<file path="src/rtl/core/fir_window_filter_top_assert.svh">
// Assertion macros used by the filter top level.
`ifndef FIR_WINDOW_FILTER_TOP_ASSERT_SVH
`define FIR_WINDOW_FILTER_TOP_ASSERT_SVH

// Same-cycle implication, checked outside reset.
`define FWF_ASSERT_IMP(lbl, ante, cons, msg) \
    lbl: assert property (@(posedge i_clk) disable iff (!i_rst_n) (ante) |-> (cons)) \
        else $error(msg);

// Next-cycle implication, checked outside reset.
`define FWF_ASSERT_NXT(lbl, ante, cons, msg) \
    lbl: assert property (@(posedge i_clk) disable iff (!i_rst_n) (ante) |=> (cons)) \
        else $error(msg);

`endif

</file>
<file path="src/rtl/core/fwf_pkg.sv">
// Types and constants of the windowed FIR filter.
`default_nettype none
package fwf_pkg;

    localparam int SAMPLE_W  = 16;
    localparam int COEF_W    = 18;
    localparam int PROD_W    = SAMPLE_W + COEF_W;
    localparam int ACC_W     = 38;
    localparam int OUT_W     = 24;
    localparam int FRAC_BITS = 14;
    localparam int TAP_W     = 3;
    localparam int CFG_IDX_W = 4;
    localparam int COEF_REGS = 7;

    // Configuration register indexes
    localparam logic [CFG_IDX_W-1:0] CFG_TAP_COUNT = 4'd0;
    localparam logic [CFG_IDX_W-1:0] CFG_COEF_BASE = 4'd1;
    localparam logic [CFG_IDX_W-1:0] CFG_COEF_LAST = 4'd7;

    // Reset values
    localparam logic [TAP_W-1:0] TAP_COUNT_RESET = 3'd3;
    localparam logic signed [COEF_W-1:0] COEF_RESET [COEF_REGS] = '{
        18'sd4096, 18'sd8192, 18'sd4096, 18'sd0, 18'sd0, 18'sd0, 18'sd0
    };

    // Rounding and saturation bounds at accumulator width
    localparam logic signed [ACC_W-1:0] ROUND_HALF = 38'sd8192;
    localparam logic signed [ACC_W-1:0] SAT_HI     = 38'sd8388607;
    localparam logic signed [ACC_W-1:0] SAT_LO     = -38'sd8388608;

    // Per-cycle control broadcast to every cell
    typedef struct packed {
        logic advance;
        logic clear;
    } t_cell_ctrl;

    // Status of the sum and output stages
    typedef struct packed {
        logic sum_vld;
        logic hold;
    } t_out_status;

endpackage
`default_nettype wire

</file>
<file path="src/rtl/core/fwf_tap_cell.sv">
// One cell of the transposed FIR chain: multiply-add into a partial sum.
`default_nettype none
module fwf_tap_cell
    import fwf_pkg::*;
(
    input  logic                       i_clk,
    input  logic                       i_rst_n,
    input  t_cell_ctrl                 i_ctrl,
    input  logic signed [SAMPLE_W-1:0] i_sample,
    input  logic signed [COEF_W-1:0]   i_coef,
    input  logic signed [ACC_W-1:0]    i_acc,
    output logic signed [ACC_W-1:0]    o_acc
);

    logic signed [PROD_W-1:0] w_prod;
    logic signed [ACC_W-1:0]  r_acc;
    logic signed [ACC_W-1:0]  n_acc;

    // Weight the incoming sample
    assign w_prod = i_coef * i_sample;

    // Add to the neighbor's partial sum, or drop the history on clear
    always_comb begin
        n_acc = r_acc;
        if (i_ctrl.clear) begin
            n_acc = '0;
        end else if (i_ctrl.advance) begin
            n_acc = ACC_W'(w_prod) + i_acc;
        end
    end

    always_ff @(posedge i_clk) begin
        if (!i_rst_n) begin
            r_acc <= '0;
        end else begin
            r_acc <= n_acc;
        end
    end

    assign o_acc = r_acc;

endmodule
`default_nettype wire

</file>
<file path="config.mk">
export PLATFORM = sky130hd
export DESIGN_NAME = fwf_tap_cell
export DESIGN_NICKNAME = d
export VERILOG_FILES = /design/src/rtl/core/fir_window_filter_top_assert.svh /design/src/rtl/core/fwf_pkg.sv /design/src/rtl/core/fwf_tap_cell.sv
export SDC_FILE = /design/constraint.sdc
export NUM_CORES = 1
export LEC_CHECK = 0
export ABC_AREA = 0
export BUFFER_PORTS_ARGS = -buffer_cell sky130_fd_sc_hd__buf_2
export CORE_MARGIN = 5
export CORE_UTILIZATION = 60
export DETAILED_ROUTE_END_ITERATION = 6
export MAX_ROUTING_LAYER = met4
export PLACE_DENSITY = 0.91
export SYNTH_ARGS = -nofsm -noshare
export SYNTH_HDL_FRONTEND = slang
export SYNTH_SLANG_ARGS = --single-unit
</file>
<file path="constraint.sdc">
create_clock -name i_clk -period 8.8 [get_ports i_clk]
set_input_delay 2.2 -clock i_clk [delete_from_list [all_inputs] [get_ports i_clk]]
set_output_delay 2.2 -clock i_clk [all_outputs]
set_load 0.005 [all_outputs]
</file>
==> metrics, run 1 <==
status completed; DR vias 10800; Syn Area/Cell 9.17 µm²; max FFs per register 38; Final Critical Period ~8 ns; Async SR Flop Fraction 0; total CTS buffers 5; total track usage 0.274; htree depth 2; clk slew on worst S/H paths 0.06 ns; simple-gate share of the synthesized area 0.145; CP most frequent cell fa_1; first-pass detailed-route iteration total 5; #FFs+latches synth 38; Initial Util 0.607; Core Region roughly 23000 µm²; Rel. slew slack 0.275; MaxCap Viol Count 0; DRT antenna net count 0; Die Ht 164 µm; FF-to-FF End o_acc[10]$_SDFFE_PP0P_; # hold bufs at CTS 0; first-pass GRT wire length between 50000 and 60000 µm; unrepaired setup endpoints after global routing no; largest net degree at the start of global routing 55; vias per std cell 5.58; Register-to-Register Path Depth 3; Reg2Reg Setup Slack 7.95 ns; Syn Nets 2078; layout cells sized above 1 0.0835; largest family of logic cells by synthesized area adder cells; Post-Layout Cell Count 1936; Clock Latency Late Sink about 0.28 ns; Final Cycle Share 0.910; Syn Std Cell Area about 14000 µm²; std cell rows 56; mux cell area share after synthesis 0.0141; Clock Tree Buf Depth 2; CP required between 8 and 9 ns; Final Hold Viols 0; drt total wl 33700 µm; post_cts resized 0; Setup crit end kind register; Distinct cells, synth 55; DIE WIDTH 164 µm; Slew Viols, Final 0; root buffer cell clkbuf_16; DR WL/cell 17.4 µm; area grow syn2layout 6.53%; GR Overflow Total 0; CTS tree done; drt drc 0; Slew @ Worst Pin 1.09 ns; # fillers ~1800; Post-CTS Setup Repair Bufs 0; clk_skew 0 ns; cell count after synthesis 1547; Setup-failing EPs final 0; register area share after synthesis 0.0536; worst setup margin 0.790 ns; hold-critical path depth 2; critical path class in2reg; crit-path max FO 16; CP Cell Sequence buf_2 > nand2_1 > fa_1 > inv_1 > fa_1 > inv_1 > fa_1 > inv_1 > fa_1 > fa_1 > inv_1 > fa_1 > inv_1 > ha_1 > nand4_1 > or3_4 > a211oi_2 > o211ai_1 > and3_1 > o21ai_1 > a21oi_1; Initial DRC Count between 900 and 1000; post-synthesis xor/xnor area fraction 0.0197; Ports 114; Synth Area in Compound Gates 0.0651; vias in the first global route 12000; worst hold start o_acc[35]$_SDFFE_PP0P_; Worst Path Arrival approximately 8 ns; Hold Path Sink o_acc[35]$_SDFFE_PP0P_; Ys Warns 0; setup_tns 0 ns; FF-to-FF Start o_acc[10]$_SDFFE_PP0P_; startpoint types input port; Final Net Count 2146; number of instances in the placed design roughly 1900; CTS sink cnt 38; number of flops mapped to enable cells by yosys 0; I/O Buffers ~110; max frequency 125 MHz; delay of the slowest critical-path stage 0.71 ns; GP Congestion 0.969; CP max-delay cell fa_1; min-delay worst type reg2reg; die area 26800 µm²; initial antenna violation count 1; Post-Place Worst Slack 0.559 ns; adder-cell share of the synthesized area 0.583; Synth Flop Type dfxtp_1; post-DP HPWL 28700 µm
==> stage by stage <==
step                hold WS, ns  utilization  instance area [µm²]
floorplan                 0.463            -                14200
global placement          0.459        0.640                15000
detailed placement        0.474        0.640                15000
CTS                       0.484        0.646                15100
global route              0.507        0.646                15100
finish                    0.481        0.646                15100
==> worst max path at each step <==
stage | start | end | slack (ns)
global placement | i_coef[17] | o_acc[32]$_SDFFE_PP0P_ | 0.66
detailed placement | i_coef[17] | o_acc[32]$_SDFFE_PP0P_ | 0.56
CTS | i_coef[17] | o_acc[32]$_SDFFE_PP0P_ | 0.83
finish | i_coef[17] | o_acc[32]$_SDFFE_PP0P_ | 0.79
global route | i_coef[17] | o_acc[32]$_SDFFE_PP0P_ | 0.46
floorplan | i_coef[17] | o_acc[32]$_SDFFE_PP0P_ | 1.0
==> worst max-delay path: cells and delay by family <==
family                   cells  cell delay (ns)
buffers and inverters        6             0.70
AO/OA/AOI/OAI                4             0.56
AND/OR/NAND/NOR              4             1.02
adder cells (fa/ha/maj)      7             3.64
==> layer usage <==
| metal | global-route usage | vias to the layer above | wire (µm) |
|---|---|---|---|
| li1 | - | 4731 | - |
| met1 | 0.317 | 5425 | 11700 |
| met2 | 0.461 | 518 | 17400 |
| met3 | 0.0482 | 137 | 2720 |
| met4 | 0.137 | 0 | 1950 |
| met5 | - | - | 0 |
==> synth_stat cells, types with 5 or more instances <==
master	number	area [µm²]
inv_1	396	1490
fa_1	344	6890
nand2_1	164	616
and2_1	125	782
ha_1	111	1390
nor2_1	55	206
clkbuf_1	48	180
dfxtp_1	38	761
a21oi_1	33	165
xnor2_1	27	236
mux2i_1	20	200
a21o_1	17	128
o21ai_1	16	80.1
nand3b_1	15	113
nand3_1	12	60.1
o21ai_0	12	60.1
nand2b_1	11	68.8
o211ai_1	11	82.6
nor3_1	8	40.0
o21a_1	7	52.6
o21bai_1	7	52.6
a211oi_1	6	45.0
a31oi_1	6	37.5
and3_1	5	31.3
xor2_1	5	43.8
==> cells by family after synthesis <==
| kind of cell | after synthesis |
|---|---|
| adders and majority gates | 455 |
| DFF | 38 |
| muxes | 20 |
| and+or+nand+nor | 413 |
| AOI/OAI and AO/OA | 138 |
| buffers and inverters | 451 |
| xor gates and xnor gates | 32 |
==> cell usage in the layout, fill, tap and decap left out, types with 27 or more instances in the layout <==
cell and instances:
and2_1 125, fa_1 344, dfxtp_1 38, xnor2_1 27, buf_2 113, inv_1 396, a21oi_1 33, nor2_1 55
ha_1 111, nand2_1 164
==> final cells by class <==
class	instances	area [µm²]	area share
Clock inverter	1	5.00	0.000331
Multi-Input combinational cell	1058	11700	0.776
Antenna cell	1	2.50	0.000165
Clock buffer	7	143	0.00943
Sequential cell	38	761	0.0503
Tap cell	319	399	0.0264
Timing Repair Buffer	116	588	0.0389
Inverter	396	1490	0.0983
Power of run 1 is left out: the tool's default activity adds up to more than one toggle a clock period on the data nets, which glitch-free logic cannot reach.
==> run 2: changes to the inputs <==
- CORE_UTILIZATION: 60 -> 55
- HOLD_SLACK_MARGIN: not set -> 0.03
- PLACE_DENSITY: 0.91 -> 0.85
- TNS_END_PERCENT: not set -> 100
==> metrics, run 2 (synthesized netlist as in run 1, its figures left out) <==
Die Ht around 170 µm; max frequency 124 MHz; area grow syn2layout 7.03%; met3 WL 2550 µm; Initial Util 0.560; Setup crit end kind register; metal2 WL between 15000 and 20000 µm; total track usage 0.245; startpoint types input port; Rel. slew slack 0.270; critical path class in2reg; GP Congestion 0.950; post_cts resized 0; status completed; Final Hold Viols 0; most frequent cells in the layout inv_1, fa_1, nand2_1, and2_1, buf_2; Final Instance Area 15200 µm²; Ports 114; total CTS buffers 5; CP required around 8.9 ns; Final Critical Period 8.05 ns; layout cells sized above 1 0.0842; # hold bufs at CTS 0; Core Region 25300 µm²; Final Cycle Share 0.915; Clock Latency Late Sink 0.28 ns; commonest non-fill, non-tap cell in the layout inv_1; clk_skew 0 ns; Reg2Reg Setup Slack 8.00 ns; dpl cell area roughly 15000 µm²; vias per std cell 5.48; Post-CTS Setup Repair Bufs 0; MaxCap Viol Count 0; final hold slack 0.470 ns; max FFs per register 38; htree depth 2; die area around 29000 µm²; GR Overflow Total 0; Slew Viols, Final 0; vias in the first global route between 10000 and 15000; Worst Path Arrival approximately 8.2 ns; clk slew on worst S/H paths 0.06 ns; Slew @ Worst Pin 1.10 ns; initial antenna violation count 3; post-DP HPWL 28600 µm; crit-path max FO 18; wl on met1 roughly 12000 µm; CTS tree done; std cell rows 58; first-pass detailed-route iteration total 6; drt total wl between 30000 and 40000 µm; Initial DRC Count 796; DRT antenna net count 0; drt drc 0; setup_tns 0 ns; DR vias 10700; first-pass GRT wire length roughly 56000 µm; largest net degree at the start of global routing 55; DR WL/cell 17.1 µm; root buffer cell clkbuf_16; I/O Buffers 113; Setup-failing EPs final 0; Clock Tree Buf Depth 2; unrepaired setup endpoints after global routing no; CTS sink cnt 38; Final Net Count between 2000 and 2500; # fillers 2063; DIE WIDTH 171 µm; min-delay worst type reg2reg; Top Metal Used met4
## run 2: worst paths after layout
| path | from | to | cells past startpoint |
|---|---|---|---|
| max | i_sample[4] | o_acc[32]$_SDFFE_PP0P_ | 21 |
| min | o_acc[29]$_SDFFE_PP0P_ | o_acc[29]$_SDFFE_PP0P_ | 2 |
| max reg2reg | o_acc[10]$_SDFFE_PP0P_ | o_acc[10]$_SDFFE_PP0P_ | 3 |
| min reg2reg | o_acc[29]$_SDFFE_PP0P_ | o_acc[29]$_SDFFE_PP0P_ | 2 |
## run 2: stage by stage
step	setup WS [ns]	util	cells
2_1_floorplan	0.999	-	1547
3_3_place_gp	0.643	0.592	1938
3_5_place_dp	0.497	0.592	1938
4_1_cts	0.771	0.599	1946
5_1_grt	0.448	0.600	1949
6_report	0.750	0.600	1949
## run 2: metal layers
metal	vias to the layer above	global-route usage
li1	4728	-
met1	5393	0.284
met2	459	0.430
met3	95	0.0384
met4	0	0.0910
met5	-	-
## run 2: critical path: stages
cell and delay, ns:
buf_2 0.27, nand2_1 0.19, fa_1 0.63, inv_1 0.08, fa_1 0.69, inv_1 0.19, fa_1 0.51, inv_1 0.06
fa_1 0.48, fa_1 0.49, inv_1 0.05, fa_1 0.47, inv_1 0.04, ha_1 0.36, nand4_1 0.21, or3_4 0.45
a211oi_2 0.23, o211ai_1 0.15, and3_1 0.20, o21ai_1 0.12, a21oi_1 0.09
## run 2: cell type report
cell class	count	area [µm²]	share of cell area
Tap cell	330	413	0.0272
Sequential cell	38	761	0.0501
Multi-Input combinational cell	1058	11700	0.773
Timing Repair Buffer	116	588	0.0387
Antenna cell	3	7.51	0.000494
Clock inverter	2	60.1	0.00395
Inverter	396	1490	0.0979
Clock buffer	6	139	0.00914
Power of run 2 is left out for the same reason.
==> run 3: changes to the inputs <==
- ABC_AREA: 0 -> 1
- CORE_UTILIZATION: 55 -> 50
- PLACE_DENSITY: 0.85 -> 0.79
- TNS_END_PERCENT: 100 -> 30
==> metrics, run 3 <==
status completed; CTS sink cnt 38; layout cells sized above 1 0.0801; Syn Area/Cell between 7 and 8 µm²; FF-to-FF Start o_acc[9]$_SDFFE_PP0P_; Final Critical Period 7.89 ns; htree depth 2; Hold Path Sink o_acc[1]$_SDFFE_PP0P_; DIE WIDTH 184 µm; Worst Path Arrival a little over 8 ns; GR Overflow Total 0; Crit path buffers/inverters 8; total track usage 0.247; commonest non-fill, non-tap cell in the layout inv_1; top post-synthesis cells by area fa_1, inv_1, nand2_1; worst hold start o_acc[1]$_SDFFE_PP0P_; CP top delay family adder cells; mux cell area share after synthesis 0; initial antenna violation count 0; Syn Std Cell Area 15200 µm²; Final Core Density 0.542; Final Cycle Share 0.897; critical path class in2reg; Slew Viols, Final 0; clk_skew 0 ns; area leader, netlist fa_1; Core Region 29800 µm²; Setup-failing EPs final 0; I/O Buffers 113; Initial Util 0.510; register area share after synthesis 0.0501; total CTS buffers 5; #FFs+latches synth 38; largest family of logic cells by synthesized area adder cells; Die Ht 184 µm; drt total wl 38400 µm; min-delay worst type reg2reg; area grow syn2layout 6.18%; CP most frequent cell inv_1; DRT antenna net count 0; Top Metal Used met4; Synth top area share 0.453; Synth Area in Compound Gates 0.0292; max FFs per register 38; CTS tree done; Antenna diodes 0; clk slew on worst S/H paths 0.06 ns; vias per std cell 5.00; CP Cell Sequence buf_2 > nand2_1 > fa_1 > inv_1 > fa_1 > inv_1 > fa_1 > inv_1 > fa_1 > fa_1 > inv_1 > fa_1 > inv_1 > ha_1 > nand2_1 > inv_1 > a21oi_1 > nand2_1 > a21oi_1 > nand2_1 > nand2_1 > nand2_1 > o21bai_1 > inv_1; simple-gate share of the synthesized area 0.191; Clock Latency Late Sink 0.29 ns; GP Congestion 0.978; vias in the first global route 13600; Reg2Reg Setup Slack a little over 8 ns; Initial DRC Count 810; MaxCap Viol Count 0; first-pass GRT wire length around 65000 µm; Setup crit end kind register; crit-path max FO 18; Final Net Count 2603; most frequent cells in the layout inv_1, nand2_1, fa_1, nor2_1, buf_2; post-synthesis xor/xnor area fraction 0.00807; CP required approximately 9 ns; std cell rows 63; met3 WL 2650 µm; synth cell count leaders inv_1, nand2_1, fa_1; delay of the slowest critical-path stage 0.70 ns; setup_tns 0 ns; post_cts resized 0; metal2 WL 19200 µm; DR WL/cell ~16 µm; # hold bufs at CTS 0; largest net degree at the start of global routing between 60 and 70; first-pass detailed-route iteration total 5; drt drc 0; Syn Nets 2555; root buffer cell clkbuf_16; CP max-delay cell fa_1; adder-cell share of the synthesized area 0.545; DR vias around 12000; startpoint types input port; unrepaired setup endpoints after global routing no; Rel. slew slack 0.277; cell count after synthesis 2024; Clock Tree Buf Depth 2; die area 34000 µm²; hold-critical path depth 2; Slew @ Worst Pin between 1 and 1.5 ns; Async SR Flop Fraction 0; wl on met1 15000 µm; FF-to-FF End o_acc[9]$_SDFFE_PP0P_; number of flops mapped to enable cells by yosys 0; Distinct cells, synth 33; post-DP HPWL 32700 µm; Final Hold Viols 0; Post-CTS Setup Repair Bufs 0; most frequent cell after synthesis inv_1; Register-to-Register Path Depth 4; Ys Warns 0; max frequency 127 MHz; Ports around 110; Synth Flop Type dfxtp_1
-- run 3: through the flow --
stage | instance area [µm²] | cells | worst slack [ns] | hold WS, ns
after detailed placement | 16000 | 2455 | 0.652 | 0.454
after global routing | 16100 | 2463 | 0.470 | 0.482
final | 16100 | 2463 | 0.908 | 0.464
after floorplan | 15200 | 2024 | 1.34 | 0.457
after CTS | 16100 | 2463 | 0.933 | 0.469
after global placement | 16000 | 2455 | 0.783 | 0.453
-- run 3: cells by family (layout without fill, tap and decap cells) --
family                     after synthesis  in the layout
buffers and inverters                  717            766
adders and majority gates              455            455
AOI/OAI and AO/OA                       80             80
xor gates and xnor gates                14             14
and+or+nand+nor                        720            720
DFF                                     38             38
-- run 3: final cells by class --
type,count,area [µm²]
Sequential cell,38,761
Clock buffer,6,139
Inverter,643,2410
Clock inverter,2,12.5
Tap cell,390,488
Timing Repair Buffer,115,581
Fill cell,2874,13700
Multi-Input combinational cell,1269,11700
-- run 3: worst max-delay path by stage --
stage / from / endpoint / slack, ns / cells after the start
floorplan: i_sample[6] / o_acc[36]$_SDFFE_PP0P_ / 1.34 / 25
global placement: i_sample[4] / o_acc[31]$_SDFFE_PP0P_ / 0.78 / 23
detailed placement: i_sample[4] / o_acc[31]$_SDFFE_PP0P_ / 0.65 / 23
CTS: i_sample[4] / o_acc[31]$_SDFFE_PP0P_ / 0.93 / 23
global route: i_sample[4] / o_acc[28]$_SDFFE_PP0P_ / 0.47 / 24
finish: i_sample[4] / o_acc[28]$_SDFFE_PP0P_ / 0.91 / 24
-- run 3: per-layer routing --
metal | up-vias | global-route usage
li1 | 5725 | -
met1 | 6026 | 0.297
met2 | 469 | 0.425
met3 | 105 | 0.0353
met4 | 0 | 0.0932
met5 | - | -
-- run 3: worst register-to-register path, delay by kind of cell, from the launching register on --
kind / cells / cell delay (ns)
flops: 1 / 0.35
simple gates: 2 / 0.18
compound gates: 1 / 0.11
buf+inv: 1 / 0.06
Power of run 3 is left out for the same reason.
