[src/rtl/core/fir_window_filter_top_assert.svh]
// Assertion macros used by the filter top level.
`ifndef FIR_WINDOW_FILTER_TOP_ASSERT_SVH
`define FIR_WINDOW_FILTER_TOP_ASSERT_SVH

// Same-cycle implication, checked outside reset.
`define FWF_ASSERT_IMP(lbl, ante, cons, msg) \
    lbl: assert property (@(posedge i_clk) disable iff (!i_rst_n) (ante) |-> (cons)) \
        else $error(msg);

// Next-cycle implication, checked outside reset.
`define FWF_ASSERT_NXT(lbl, ante, cons, msg) \
    lbl: assert property (@(posedge i_clk) disable iff (!i_rst_n) (ante) |=> (cons)) \
        else $error(msg);

`endif

[src/rtl/core/fwf_pkg.sv]
// Types and constants of the windowed FIR filter.
`default_nettype none
package fwf_pkg;

    localparam int SAMPLE_W  = 16;
    localparam int COEF_W    = 18;
    localparam int PROD_W    = SAMPLE_W + COEF_W;
    localparam int ACC_W     = 38;
    localparam int OUT_W     = 24;
    localparam int FRAC_BITS = 14;
    localparam int TAP_W     = 3;
    localparam int CFG_IDX_W = 4;
    localparam int COEF_REGS = 7;

    // Configuration register indexes
    localparam logic [CFG_IDX_W-1:0] CFG_TAP_COUNT = 4'd0;
    localparam logic [CFG_IDX_W-1:0] CFG_COEF_BASE = 4'd1;
    localparam logic [CFG_IDX_W-1:0] CFG_COEF_LAST = 4'd7;

    // Reset values
    localparam logic [TAP_W-1:0] TAP_COUNT_RESET = 3'd3;
    localparam logic signed [COEF_W-1:0] COEF_RESET [COEF_REGS] = '{
        18'sd4096, 18'sd8192, 18'sd4096, 18'sd0, 18'sd0, 18'sd0, 18'sd0
    };

    // Rounding and saturation bounds at accumulator width
    localparam logic signed [ACC_W-1:0] ROUND_HALF = 38'sd8192;
    localparam logic signed [ACC_W-1:0] SAT_HI     = 38'sd8388607;
    localparam logic signed [ACC_W-1:0] SAT_LO     = -38'sd8388608;

    // Per-cycle control broadcast to every cell
    typedef struct packed {
        logic advance;
        logic clear;
    } t_cell_ctrl;

    // Status of the sum and output stages
    typedef struct packed {
        logic sum_vld;
        logic hold;
    } t_out_status;

endpackage
`default_nettype wire

[src/rtl/core/fwf_out_stage.sv]
// Sum stage control plus round, saturate and output register.
`default_nettype none
module fwf_out_stage
    import fwf_pkg::*;
(
    input  logic                     i_clk,
    input  logic                     i_rst_n,
    input  logic                     i_load,
    input  logic signed [ACC_W-1:0]  i_sum,
    input  logic                     i_out_stall,
    output t_out_status              o_status,
    output logic                     o_out_valid,
    output logic signed [OUT_W-1:0]  o_filtered,
    output logic                     o_clipped
);

    logic                    r_sum_vld;
    logic                    n_sum_vld;
    logic                    r_out_vld;
    logic                    n_out_vld;
    logic signed [OUT_W-1:0] r_filtered;
    logic                    r_clipped;
    logic                    w_move;
    logic signed [ACC_W-1:0] w_rnd;
    logic signed [ACC_W-1:0] w_q;
    logic signed [OUT_W-1:0] w_sat;
    logic                    w_clip;

    // Move the pending sum into the output register when it is free
    assign w_move = r_sum_vld && (!r_out_vld || !i_out_stall);

    assign o_status.sum_vld = r_sum_vld;
    assign o_status.hold    = r_sum_vld && r_out_vld && i_out_stall;

    // Round half up, then floor shift
    assign w_rnd = i_sum + ROUND_HALF;
    assign w_q   = w_rnd >>> FRAC_BITS;

    // Saturate to the output range
    always_comb begin
        w_clip = 1'b0;
        w_sat  = OUT_W'(w_q);
        if (w_q > SAT_HI) begin
            w_sat  = OUT_W'(SAT_HI);
            w_clip = 1'b1;
        end else if (w_q < SAT_LO) begin
            w_sat  = OUT_W'(SAT_LO);
            w_clip = 1'b1;
        end
    end

    // Track occupancy of both stages
    always_comb begin
        n_sum_vld = r_sum_vld;
        if (i_load) begin
            n_sum_vld = 1'b1;
        end else if (w_move) begin
            n_sum_vld = 1'b0;
        end
        n_out_vld = w_move || (r_out_vld && i_out_stall);
    end

    always_ff @(posedge i_clk) begin
        if (!i_rst_n) begin
            r_sum_vld <= 1'b0;
            r_out_vld <= 1'b0;
        end else begin
            r_sum_vld <= n_sum_vld;
            r_out_vld <= n_out_vld;
        end
    end

    // Hold the result payload until it moves on
    always_ff @(posedge i_clk) begin
        if (w_move) begin
            r_filtered <= w_sat;
            r_clipped  <= w_clip;
        end
    end

    assign o_out_valid = r_out_vld;
    assign o_filtered  = r_filtered;
    assign o_clipped   = r_clipped;

endmodule
`default_nettype wire

[config.mk]
export PLATFORM = sky130hd
export DESIGN_NAME = fwf_out_stage
export DESIGN_NICKNAME = d
export VERILOG_FILES = /design/src/rtl/core/fir_window_filter_top_assert.svh /design/src/rtl/core/fwf_pkg.sv /design/src/rtl/core/fwf_out_stage.sv
export SDC_FILE = /design/constraint.sdc
export NUM_CORES = 1
export LEC_CHECK = 0
export BUFFER_PORTS_ARGS = -buffer_cell sky130_fd_sc_hd__buf_2
export CORE_ASPECT_RATIO = 0.5
export CORE_MARGIN = 5
export CORE_UTILIZATION = 47
export CTS_CLUSTER_DIAMETER = 200
export DETAILED_ROUTE_END_ITERATION = 6
export GPL_TIMING_DRIVEN = 0
export PLACE_DENSITY = 0.91
export SYNTH_ARGS = -nofsm -noshare
export SYNTH_HDL_FRONTEND = slang
export SYNTH_SLANG_ARGS = --single-unit
[constraint.sdc]
create_clock -name i_clk -period 8.1 [get_ports i_clk]
set_input_delay 0 -clock i_clk [delete_from_list [all_inputs] [get_ports i_clk]]
set_output_delay 0 -clock i_clk [all_outputs]
set_load 0.005 [all_outputs]
==> flow_summary_export.csv, run 1 <==
group,metric,value,unit
run_status,status,"completed",
critical_path,crit_family,"buffers and inverters",
clocking,cts_buffers,3,
clocking,clock_sinks,27,
clocking,cts.clk_slew.worst_paths,0.09,ns
critical_path,cpMaxStageDelayCell,"dlygate4sd3_1",
floorplan,start_util,0.496,
clocking,cts-htree-levels,1,
synthesis,syn_nets,142,
clocking,cts_tree,"yes",
timing,fin_crit_sh,0.177,
power_and_ir_drop,ir_drop,0.000111,V
power_and_ir_drop,p_per_area,160,nW/µm²
timing,fin_crit,1.44,ns
synthesis,synth.yosys.warnings,0,
critical_path,path_buf_inv,1,
timing,hold_viol,0,
floorplan,dieHeight,47.2,µm
routing,vias_per_cell,4.90,
floorplan,die-width,84.3,µm
critical_path,worstSetupEndpointType,"flip-flop",
clocking,clk_latency,0.27,ns
critical_path,required,8.26,ns
synthesis,synthTopCellsByCount,"25 x edfxtp_1, 18 x xnor2_1, 9 x nand3_1",
synthesis,synth_area_leaders,"edfxtp_1 58%, xnor2_1 12%, nand3_1 3.5%",
layout,diodes,0,
floorplan,num_io_pins,70,
synthesis,avgSynthCellArea,13.1,µm²
critical_path,crit_path_start_kind,"flip-flop",
clocking,post_cts_buffers,0,
layout,layout-drive-gt1-share,0.420,
critical_path,critPathLaunch,"o_out_valid",
synthesis,netlist.area_leader.share,0.578,
floorplan,fp.coreArea,2620,µm²
grt,grt_pass1_vias,1027,
critical_path,crit_path_cell_trace,"and3_1, o21a_1, dlygate4sd3_1",
grt,grt_pass1_wl,4.57,mm
synthesis,syn_area,1300,µm²
synthesis,synth_most_common_cell,"edfxtp_1",
synthesis,syn_inst,99,
routing,post-route-drc-count,0,
timing,slew_viol_final,0,
critical_path,r2r_start,"o_out_valid",
routing,drt_first_iter_violations,30,
synthesis,synth-seq-cells,27,
critical_path,crit_type,"flip-flop to flip-flop",
synthesis,synth-async-reset-ratio,0,
grt,grt.total_usage,0.153,
timing,finalClockSkew,0.00259,ns
synthesis,ys.flop_type,"edfxtp_1",
layout,area_growth,31.9,%
timing,rsz0062_at_grt,"false",
floorplan,die_area,3980,µm²
grt,grt_max_degree,17,
layout,finalNetCount,206,
place,place_hpwl,2.20,mm
worst_hold_path,hp-class,"primary input to flip-flop",
routing,num_vias,976,
timing,slew-limit-headroom,0.628,
routing,ant_nets,0,
grt,antenna_found_initial,0,
power_and_ir_drop,cellLeakagePower,0.699,nW
clocking,root_buffer,"clkbuf_8",
layout,final_core_util,0.654,
critical_path,slowest_delay,0.57,ns
grt,grt.overflow.total,0,
synthesis,ys_types,22,
critical_path,cp_data_arrival_time,1.60,ns
timing,tns,0,ns
floorplan,rows,13,
synthesis,synth_top_cell_by_area,"edfxtp_1",
routing,wl_per_cell,14.5,µm
place,portBuffers,56,
timing,worstMarginPinSlew,0.555,ns
synthesis,ys_seq_area_frac,0.609,
place,gp_congestion,0.729,
routing,drtPass1Iterations,5,
routing,drt_wl_total,2.89,mm
clocking,clockBufferDepth,2,
flow_run,maxCapViolations,0,
critical_path,critPathMaxFanout,4,
worst_hold_path,worstHoldStart,"i_sum[35]",
timing,finalSetupViolations,0,
synthesis,synth-edff-count,25,
timing,fmax,696,MHz
[worst register-to-register path: cells and delay by family (launching register included)]
kind	cells	cell delay (ns)
AO/OA/AOI/OAI	1	0.18
buffers and inverters	1	0.57
flip-flops	1	0.35
AND/OR/NAND/NOR	1	0.23
[report_power, final]
| group | switching [mW] | internal (mW) |
|---|---|---|
| combinational | 0.0187 | 0.0168 |
| sequential | 0.00178 | 0.160 |
| clock | 0.0419 | 0.0349 |
| total | 0.0624 | 0.212 |
[kinds of logic after synthesis]
logic type                 after synthesis  synth area share
other                                    1           0.00289
AOI/OAI and AO/OA                        3            0.0154
adders and majority gates                1           0.00963
buffers and inverters                    4            0.0145
and+or+nand+nor                         40             0.194
DFF                                     27             0.609
xor gates and xnor gates                23             0.155
[layout by cell type (no fill, tap or decap), drive strengths merged]
master / instances
buf: 58
nor3: 2
conb: 1
nor2: 7
dlygate4sd3: 2
a21boi: 1
xnor2: 18
and3: 3
clkbuf: 4
clkinvlp: 1
nand4: 6
nand2: 8
nand3: 11
xor2: 5
and4: 2
nor2b: 1
inv: 2
ha: 1
a21oi: 1
dfxtp: 2
edfxtp: 25
o21a: 1
[repair_timing]
action / in CTS / in global routing
hold buffers: 2 / 0
hold endpoints to repair: 2 / 0
gates resized for setup: 0 / 0
[stage by stage]
step | cells | hold slack [ns] | power [mW] | cell area [µm²] | setup WS (ns)
6_report | 199 | 0.0279 | 0.274 | 1710 | 6.66
5_1_grt | 199 | 0.0272 | 0.285 | 1710 | 6.58
4_1_cts | 199 | 0.0267 | 0.276 | 1710 | 6.68
3_5_place_dp | 193 | 0.221 | 0.200 | 1640 | 6.59
3_3_place_gp | 192 | 0.210 | 0.197 | 1630 | 4.82
2_1_floorplan | 99 | 0.118 | 0.178 | 1300 | 5.43
[cell type report]
class	instances	area, µm²
fillers	201	906
flip-flops and latches	27	791
multi-input cells	68	493
repair buffers	59	315
well taps	37	46.3
clock buffers	3	41.3
plain buffers	2	11.3
clock inverters	1	7.51
inverters	2	7.51
[metal layers]
layer	global-route usage	vias up	share of wire
met4	0.0694	0	0.025
li1	-	483	-
met2	0.326	26	0.57
met5	0	-	0
met3	0.0403	8	0.046
met1	0.146	459	0.35
[worst paths after layout]
kind / to / slack (ns) / depth (start not counted)
max reg2reg: r_sum_vld / 6.66 / 3
max: r_sum_vld / 6.66 / 3
min reg2reg: o_out_valid / 0.55 / 2
min: o_filtered[21] / 0.03 / 2
[registers in the layout, indices dropped and copies added (netlist names)]
name         flops
r_sum_vld        1
o_clipped        1
o_out_valid      1
o_filtered      24
(Power assumes the default switching activity.)
==> run 2: changes to the inputs <==
--- a/config.mk
+++ b/config.mk
@@ -8,11 +8,11 @@
 export BUFFER_PORTS_ARGS = -buffer_cell sky130_fd_sc_hd__buf_2
 export CORE_ASPECT_RATIO = 0.5
 export CORE_MARGIN = 5
-export CORE_UTILIZATION = 47
+export CORE_UTILIZATION = 40
 export CTS_CLUSTER_DIAMETER = 200
 export DETAILED_ROUTE_END_ITERATION = 6
 export GPL_TIMING_DRIVEN = 0
-export PLACE_DENSITY = 0.91
+export PLACE_DENSITY = 0.84
 export SYNTH_ARGS = -nofsm -noshare
 export SYNTH_HDL_FRONTEND = slang
 export SYNTH_SLANG_ARGS = --single-unit
==> constraint.sdc (replaced) <==
create_clock -name i_clk -period 1.2 [get_ports i_clk]
set_input_delay 0 -clock i_clk [delete_from_list [all_inputs] [get_ports i_clk]]
set_output_delay 0 -clock i_clk [all_outputs]
set_load 0.005 [all_outputs]
==> run 2 against run 1 <==
  * Clock-buffer cell count is 1 higher
  * Critical path depth fell by 2
  * Routed wire length is 1.5% higher
  * Hold slack lost 0.0050 ns
  * Maximum frequency rose by 28%
  * Die area up 15%
  * Cell count increased by 3.0%
  * Critical path type unchanged
==> flow_summary_export.csv, run 2 (synthesis gave the netlist of run 1 again) <==
group,metric,value,unit
timing,finalClockSkew,0.00633,ns
routing,post-route-drc-count,0,
layout,layout-drive-gt1-share,0.442,
place,placed_cell_area,1640,µm²
power_and_ir_drop,p_seq_frac,0.597,
clocking,cts.clk_slew.worst_paths,0.08,ns
critical_path,required,1.13,ns
routing,num_vias,990,
critical_path,worst-path-stages,1,
worst_hold_path,min_path_cells,2,
power_and_ir_drop,pwr-share-clk,0.268,
routing,vias_per_cell,4.83,
layout,largest_register_ffs,24,
clocking,root_buffer,"clkbuf_8",
run_status,status,"completed",
power_and_ir_drop,cellLeakagePower,0.722,nW
clocking,cts_tree,"yes",
critical_path,cp_data_arrival_time,1.06,ns
place,placed_cells,195,
critical_path,worstSetupEndpointType,"flip-flop",
floorplan,start_util,0.424,
floorplan,die-width,90.6,µm
power_and_ir_drop,swShare,0.216,
critical_path,slowest_delay,0.41,ns
clocking,clk_latency,0.27,ns
timing,setup_ws,0.0773,ns
critical_path,critPathMaxFanout,12,
power_and_ir_drop,p_switching,0.397,mW
layout,multi_input_area,524,µm²
power_and_ir_drop,internal-power,1.44,mW
floorplan,dieHeight,50.3,µm
layout,final_cell_mix,"56 x buf_2, 25 x edfxtp_1, 18 x xnor2_1",
floorplan,fp.coreArea,3070,µm²
layout,fillCellCount,265,
timing,hold_viol,0,
power_and_ir_drop,power_frac_comb,0.135,
clocking,cts-htree-levels,1,
timing,fin_crit_sh,0.936,
grt,grt.overflow.total,0,
critical_path,r2r_cells,1,
place,portBuffers,56,
critical_path,crit_family,"compound AO/OA/AOI/OAI gates",
place,gp_congestion,0.742,
layout,diodes,0,
floorplan,num_io_pins,70,
floorplan,die_area,4560,µm²
routing,drtPass1Iterations,4,
layout,layout_commonest_cell,"buf_2",
grt,grt_pass1_vias,998,
routing,wl_per_cell,14.3,µm
layout,stdcell_area,1770,µm²
layout,seqCellArea,796,µm²
critical_path,crit_path_cell_trace,"a21boi_4",
power_and_ir_drop,p_per_area,1040,nW/µm²
routing,drt_first_iter_violations,35,
grt,grt_pass1_wl,4.83,mm
timing,fmax,891,MHz
layout,final_core_util,0.577,
clocking,clockBufferDepth,2,
place,place_hpwl,2.12,mm
clocking,clock_sinks,27,
critical_path,crit_type,"flip-flop to flip-flop",
grt,antenna_found_initial,0,
routing,drt_wl_total,2.94,mm
layout,finalNetCount,209,
layout,area_growth,36.2,%
grt,grt_max_degree,15,
routing,ant_nets,0,
layout,instances_no_fill,205,
critical_path,crit_path_start_kind,"flip-flop",
place,pre_cts_ws,-0.322,ns
worst_hold_path,hp-class,"primary input to flip-flop",
floorplan,rows,14,
critical_path,path_buf_inv,0,
grt,grt.total_usage,0.139,
timing,fin_crit,1.12,ns
timing,finalSetupViolations,0,
timing,tns,0,ns
timing,slew_viol_final,0,
power_and_ir_drop,ir_drop,0.000669,V
critical_path,cpMaxStageDelayCell,"a21boi_4",
clocking,cts_buffers,3,
flow_run,maxCapViolations,0,
[run 2: changes by cell type in the layout (fill, tap and decap cells not counted), sizes merged]
cell	delta
clkbuf	+1
a21boi	+1
clkinvlp	-1
buf	+2
[run 2: metrics by stage]
step / hold slack, ns / total power [mW]
after floorplan: 0.117 / 1.21
after global placement: 0.220 / 1.33
after detailed placement: 0.222 / 1.34
after CTS: 0.0196 / 1.85
after global routing: 0.0301 / 1.94
final: 0.0228 / 1.84
[run 2: layer usage]
| metal | wire length, µm | share of wire | vias up | track usage |
|---|---|---|---|---|
| met5 | 0 | 0 | - | 0 |
| li1 | - | - | 486 | - |
| met2 | 1510 | 0.51 | 31 | 0.251 |
| met3 | 205 | 0.070 | 5 | 0.0448 |
| met1 | 1190 | 0.40 | 468 | 0.156 |
| met4 | 33 | 0.011 | 0 | 0.0545 |
[run 2: cell type report]
type                            instances  area share
Sequential cell                        27       0.450
Clock buffer                            4      0.0255
Buffer                                  2     0.00636
Tap cell                               40      0.0283
Inverter                                2     0.00424
Multi-Input combinational cell         69       0.296
Timing Repair Buffer                   61       0.190
[run 2: power by group through the flow]
| stage | Combinational [mW] | Clock (mW) | Sequential, mW |
|---|---|---|---|
| 2_1_floorplan | 0.0830 | 0 | 1.12 |
| 3_3_place_gp | 0.218 | 0 | 1.12 |
| 3_5_place_dp | 0.226 | 0 | 1.12 |
| 4_1_cts | 0.239 | 0.510 | 1.10 |
| 5_1_grt | 0.274 | 0.562 | 1.10 |
| 6_report | 0.247 | 0.492 | 1.10 |
[run 2: repair_timing]
action                                  in CTS  in global routing
endpoints found under the hold margin        2                  0
endpoints found under the setup margin      27                 18
resized for setup                            2                  1
pin swaps                                    1                  0
buffers inserted                             2                  1
gates cloned                                 1                  0
hold buffers                                 2                  0
[run 2: final timing paths]
check	startpoint	end	slack, ns
hold / removal	i_sum[37]	o_filtered[23]	0.02
setup reg to reg	r_sum_vld	o_filtered[8]	0.08
setup / recovery	r_sum_vld	o_filtered[8]	0.08
hold reg to reg	r_sum_vld	o_out_valid	0.55
==> run 3: changes to the inputs <==
--- a/config.mk
+++ b/config.mk
@@ -5,14 +5,13 @@
 export SDC_FILE = /design/constraint.sdc
 export NUM_CORES = 1
 export LEC_CHECK = 0
-export BUFFER_PORTS_ARGS = -buffer_cell sky130_fd_sc_hd__buf_2
-export CORE_ASPECT_RATIO = 0.5
 export CORE_MARGIN = 5
-export CORE_UTILIZATION = 40
+export CORE_UTILIZATION = 55
 export CTS_CLUSTER_DIAMETER = 200
 export DETAILED_ROUTE_END_ITERATION = 6
+export DONT_BUFFER_PORTS = 1
 export GPL_TIMING_DRIVEN = 0
-export PLACE_DENSITY = 0.84
+export PLACE_DENSITY = 0.81
 export SYNTH_ARGS = -nofsm -noshare
 export SYNTH_HDL_FRONTEND = slang
 export SYNTH_SLANG_ARGS = --single-unit
==> run 3 against run 2 <==
  * Register-to-register slack barely moved
  * Clock power decreased by 19%
  * Sequential power about the same
  * Cell area is 3.5% lower
  * Non-clock buffer count decreased by 31
  * Sequential cell count unchanged
==> flow_summary_export.csv, run 3 (synthesis gave the netlist of run 1 again) <==
group,metric,value,unit
routing,drt_first_iter_violations,17,
power_and_ir_drop,p_total,1.72,mW
routing,drt_wl_total,2.80,mm
place,portBuffers,0,
layout,final_cell_mix,"29 x dlygate4sd3_1, 25 x edfxtp_1, 18 x xnor2_1",
layout,diodes,0,
critical_path,r2r_setup_slack,0.08,ns
timing,finalClockSkew,0.00662,ns
grt,grt.total_usage,0.177,
critical_path,cp_data_arrival_time,1.29,ns
timing,slew_viol_final,0,
routing,ant_nets,0,
critical_path,cp_common_cell,"dlygate4sd3_1",
grt,antenna_found_initial,0,
layout,fillCellCount,147,
grt,grt_pass1_wl,4.51,mm
grt,grt.overflow.total,0,
routing,num_vias,892,
clocking,clockBufferDepth,2,
critical_path,r2r-end,"o_clipped",
critical_path,crit_path_start_kind,"primary input",
floorplan,start_util,0.582,
clocking,clk_latency,0.32,ns
floorplan,die-width,58.6,µm
timing,hold_viol,0,
floorplan,die_area,3430,µm²
power_and_ir_drop,p_per_area,1010,nW/µm²
grt,grt_max_degree,17,
clocking,root_buffer,"clkbuf_4",
layout,largest_register_ffs,24,
timing,rsz0062_at_grt,"false",
layout,finalNetCount,178,
floorplan,dieHeight,58.6,µm
critical_path,r2r_cells,1,
critical_path,cpMaxStageDelayCell,"dlygate4sd3_1",
timing,setup_ws,0.00757,ns
critical_path,required,1.30,ns
worst_hold_path,min_path_cells,3,
layout,area_growth,31.4,%
flow_run,maxCapViolations,0,
timing,finalSetupViolations,0,
layout,layout_commonest_cell,"dlygate4sd3_1",
critical_path,path_buf_inv,2,
timing,fin_crit,1.19,ns
timing,hold_slack,0.0168,ns
floorplan,num_io_pins,70,
floorplan,rows,17,
worst_hold_path,min_to,"o_filtered[5]",
power_and_ir_drop,ir_drop,0.000678,V
worst_hold_path,hp-class,"primary input to flip-flop",
worst_hold_path,worstHoldStart,"i_sum[17]",
routing,wl_per_cell,17.3,µm
place,place_hpwl,1.84,mm
layout,instances_no_fill,162,
floorplan,fp.coreArea,2230,µm²
place,pre_cts_ws,-0.206,ns
critical_path,critPathMaxFanout,2,
clocking,cts_tree,"yes",
critical_path,crit_family,"buffers and inverters",
clocking,cts-htree-levels,1,
critical_path,crit_type,"primary input to flip-flop",
routing,drtPass1Iterations,3,
clocking,cts.clk_slew.worst_paths,0.15,ns
critical_path,r2r_start,"r_sum_vld",
timing,fmax,839,MHz
power_and_ir_drop,cellLeakagePower,0.591,nW
run_status,status,"completed",
routing,post-route-drc-count,0,
routing,vias_per_cell,5.51,
clocking,cts_buffers,3,
critical_path,slowest_delay,0.58,ns
timing,tns,0,ns
critical_path,crit_path_cell_trace,"dlygate4sd3_1, xor2_1, dlygate4sd3_1",
layout,layout-drive-gt1-share,0.112,
place,placed_cells,127,
clocking,clock_sinks,27,
grt,grt_pass1_vias,957,
timing,fin_crit_sh,0.994,
critical_path,worstSetupEndpointType,"flip-flop",
place,gp_congestion,0.699,
[run 3: per-stage QoR]
stage           util  area (µm²)
2_1_floorplan      -        1310
3_3_place_gp   0.603        1350
3_5_place_dp   0.603        1350
4_1_cts        0.755        1690
5_1_grt        0.764        1710
6_report       0.764        1710
[run 3: repair_timing]
action                                  CTS  global route
setup buffers                             0             1
gates resized for setup                   1             0
hold buffers                             29             0
cloned                                    1             0
endpoints found under the setup margin   25            13
endpoints found under the hold margin    51             0
[run 3: layer usage]
metal	GRT usage	vias up	part of all wire
met3	0.0373	2	0.056
met1	0.178	429	0.36
met4	0.0680	0	0.010
met2	0.348	35	0.57
met5	0	-	0
li1	-	426	-
[run 3: worst max-delay path by stage]
stage          startpoint             end  slack (ns)  cells after the start
2_1_floorplan   r_sum_vld       o_clipped       -0.02                      1
3_3_place_gp    r_sum_vld  o_filtered[18]       -0.16                      1
3_5_place_dp    r_sum_vld  o_filtered[15]       -0.21                      1
4_1_cts         r_sum_vld  o_filtered[20]      -0.002                      1
5_1_grt         i_sum[18]   o_filtered[4]        0.01                      3
6_report        i_sum[18]   o_filtered[4]       0.008                      3
[run 3: cell type report]
cell class | count | area (µm²) | area share
well taps | 28 | 35.0 | 0.0205
plain buffers | 2 | 11.3 | 0.00660
repair buffers | 30 | 310 | 0.182
clock buffers | 3 | 22.5 | 0.0132
inverters | 2 | 7.51 | 0.00440
multi-input cells | 69 | 519 | 0.304
clock inverters | 1 | 7.51 | 0.00440
flip-flops and latches | 27 | 793 | 0.465
[run 3: power breakdown]
group          switching [mW]  leakage, nW  internal, mW
combinational          0.0844        0.325         0.125
sequential             0.0281        0.251          1.08
clock                   0.272       0.0139         0.127
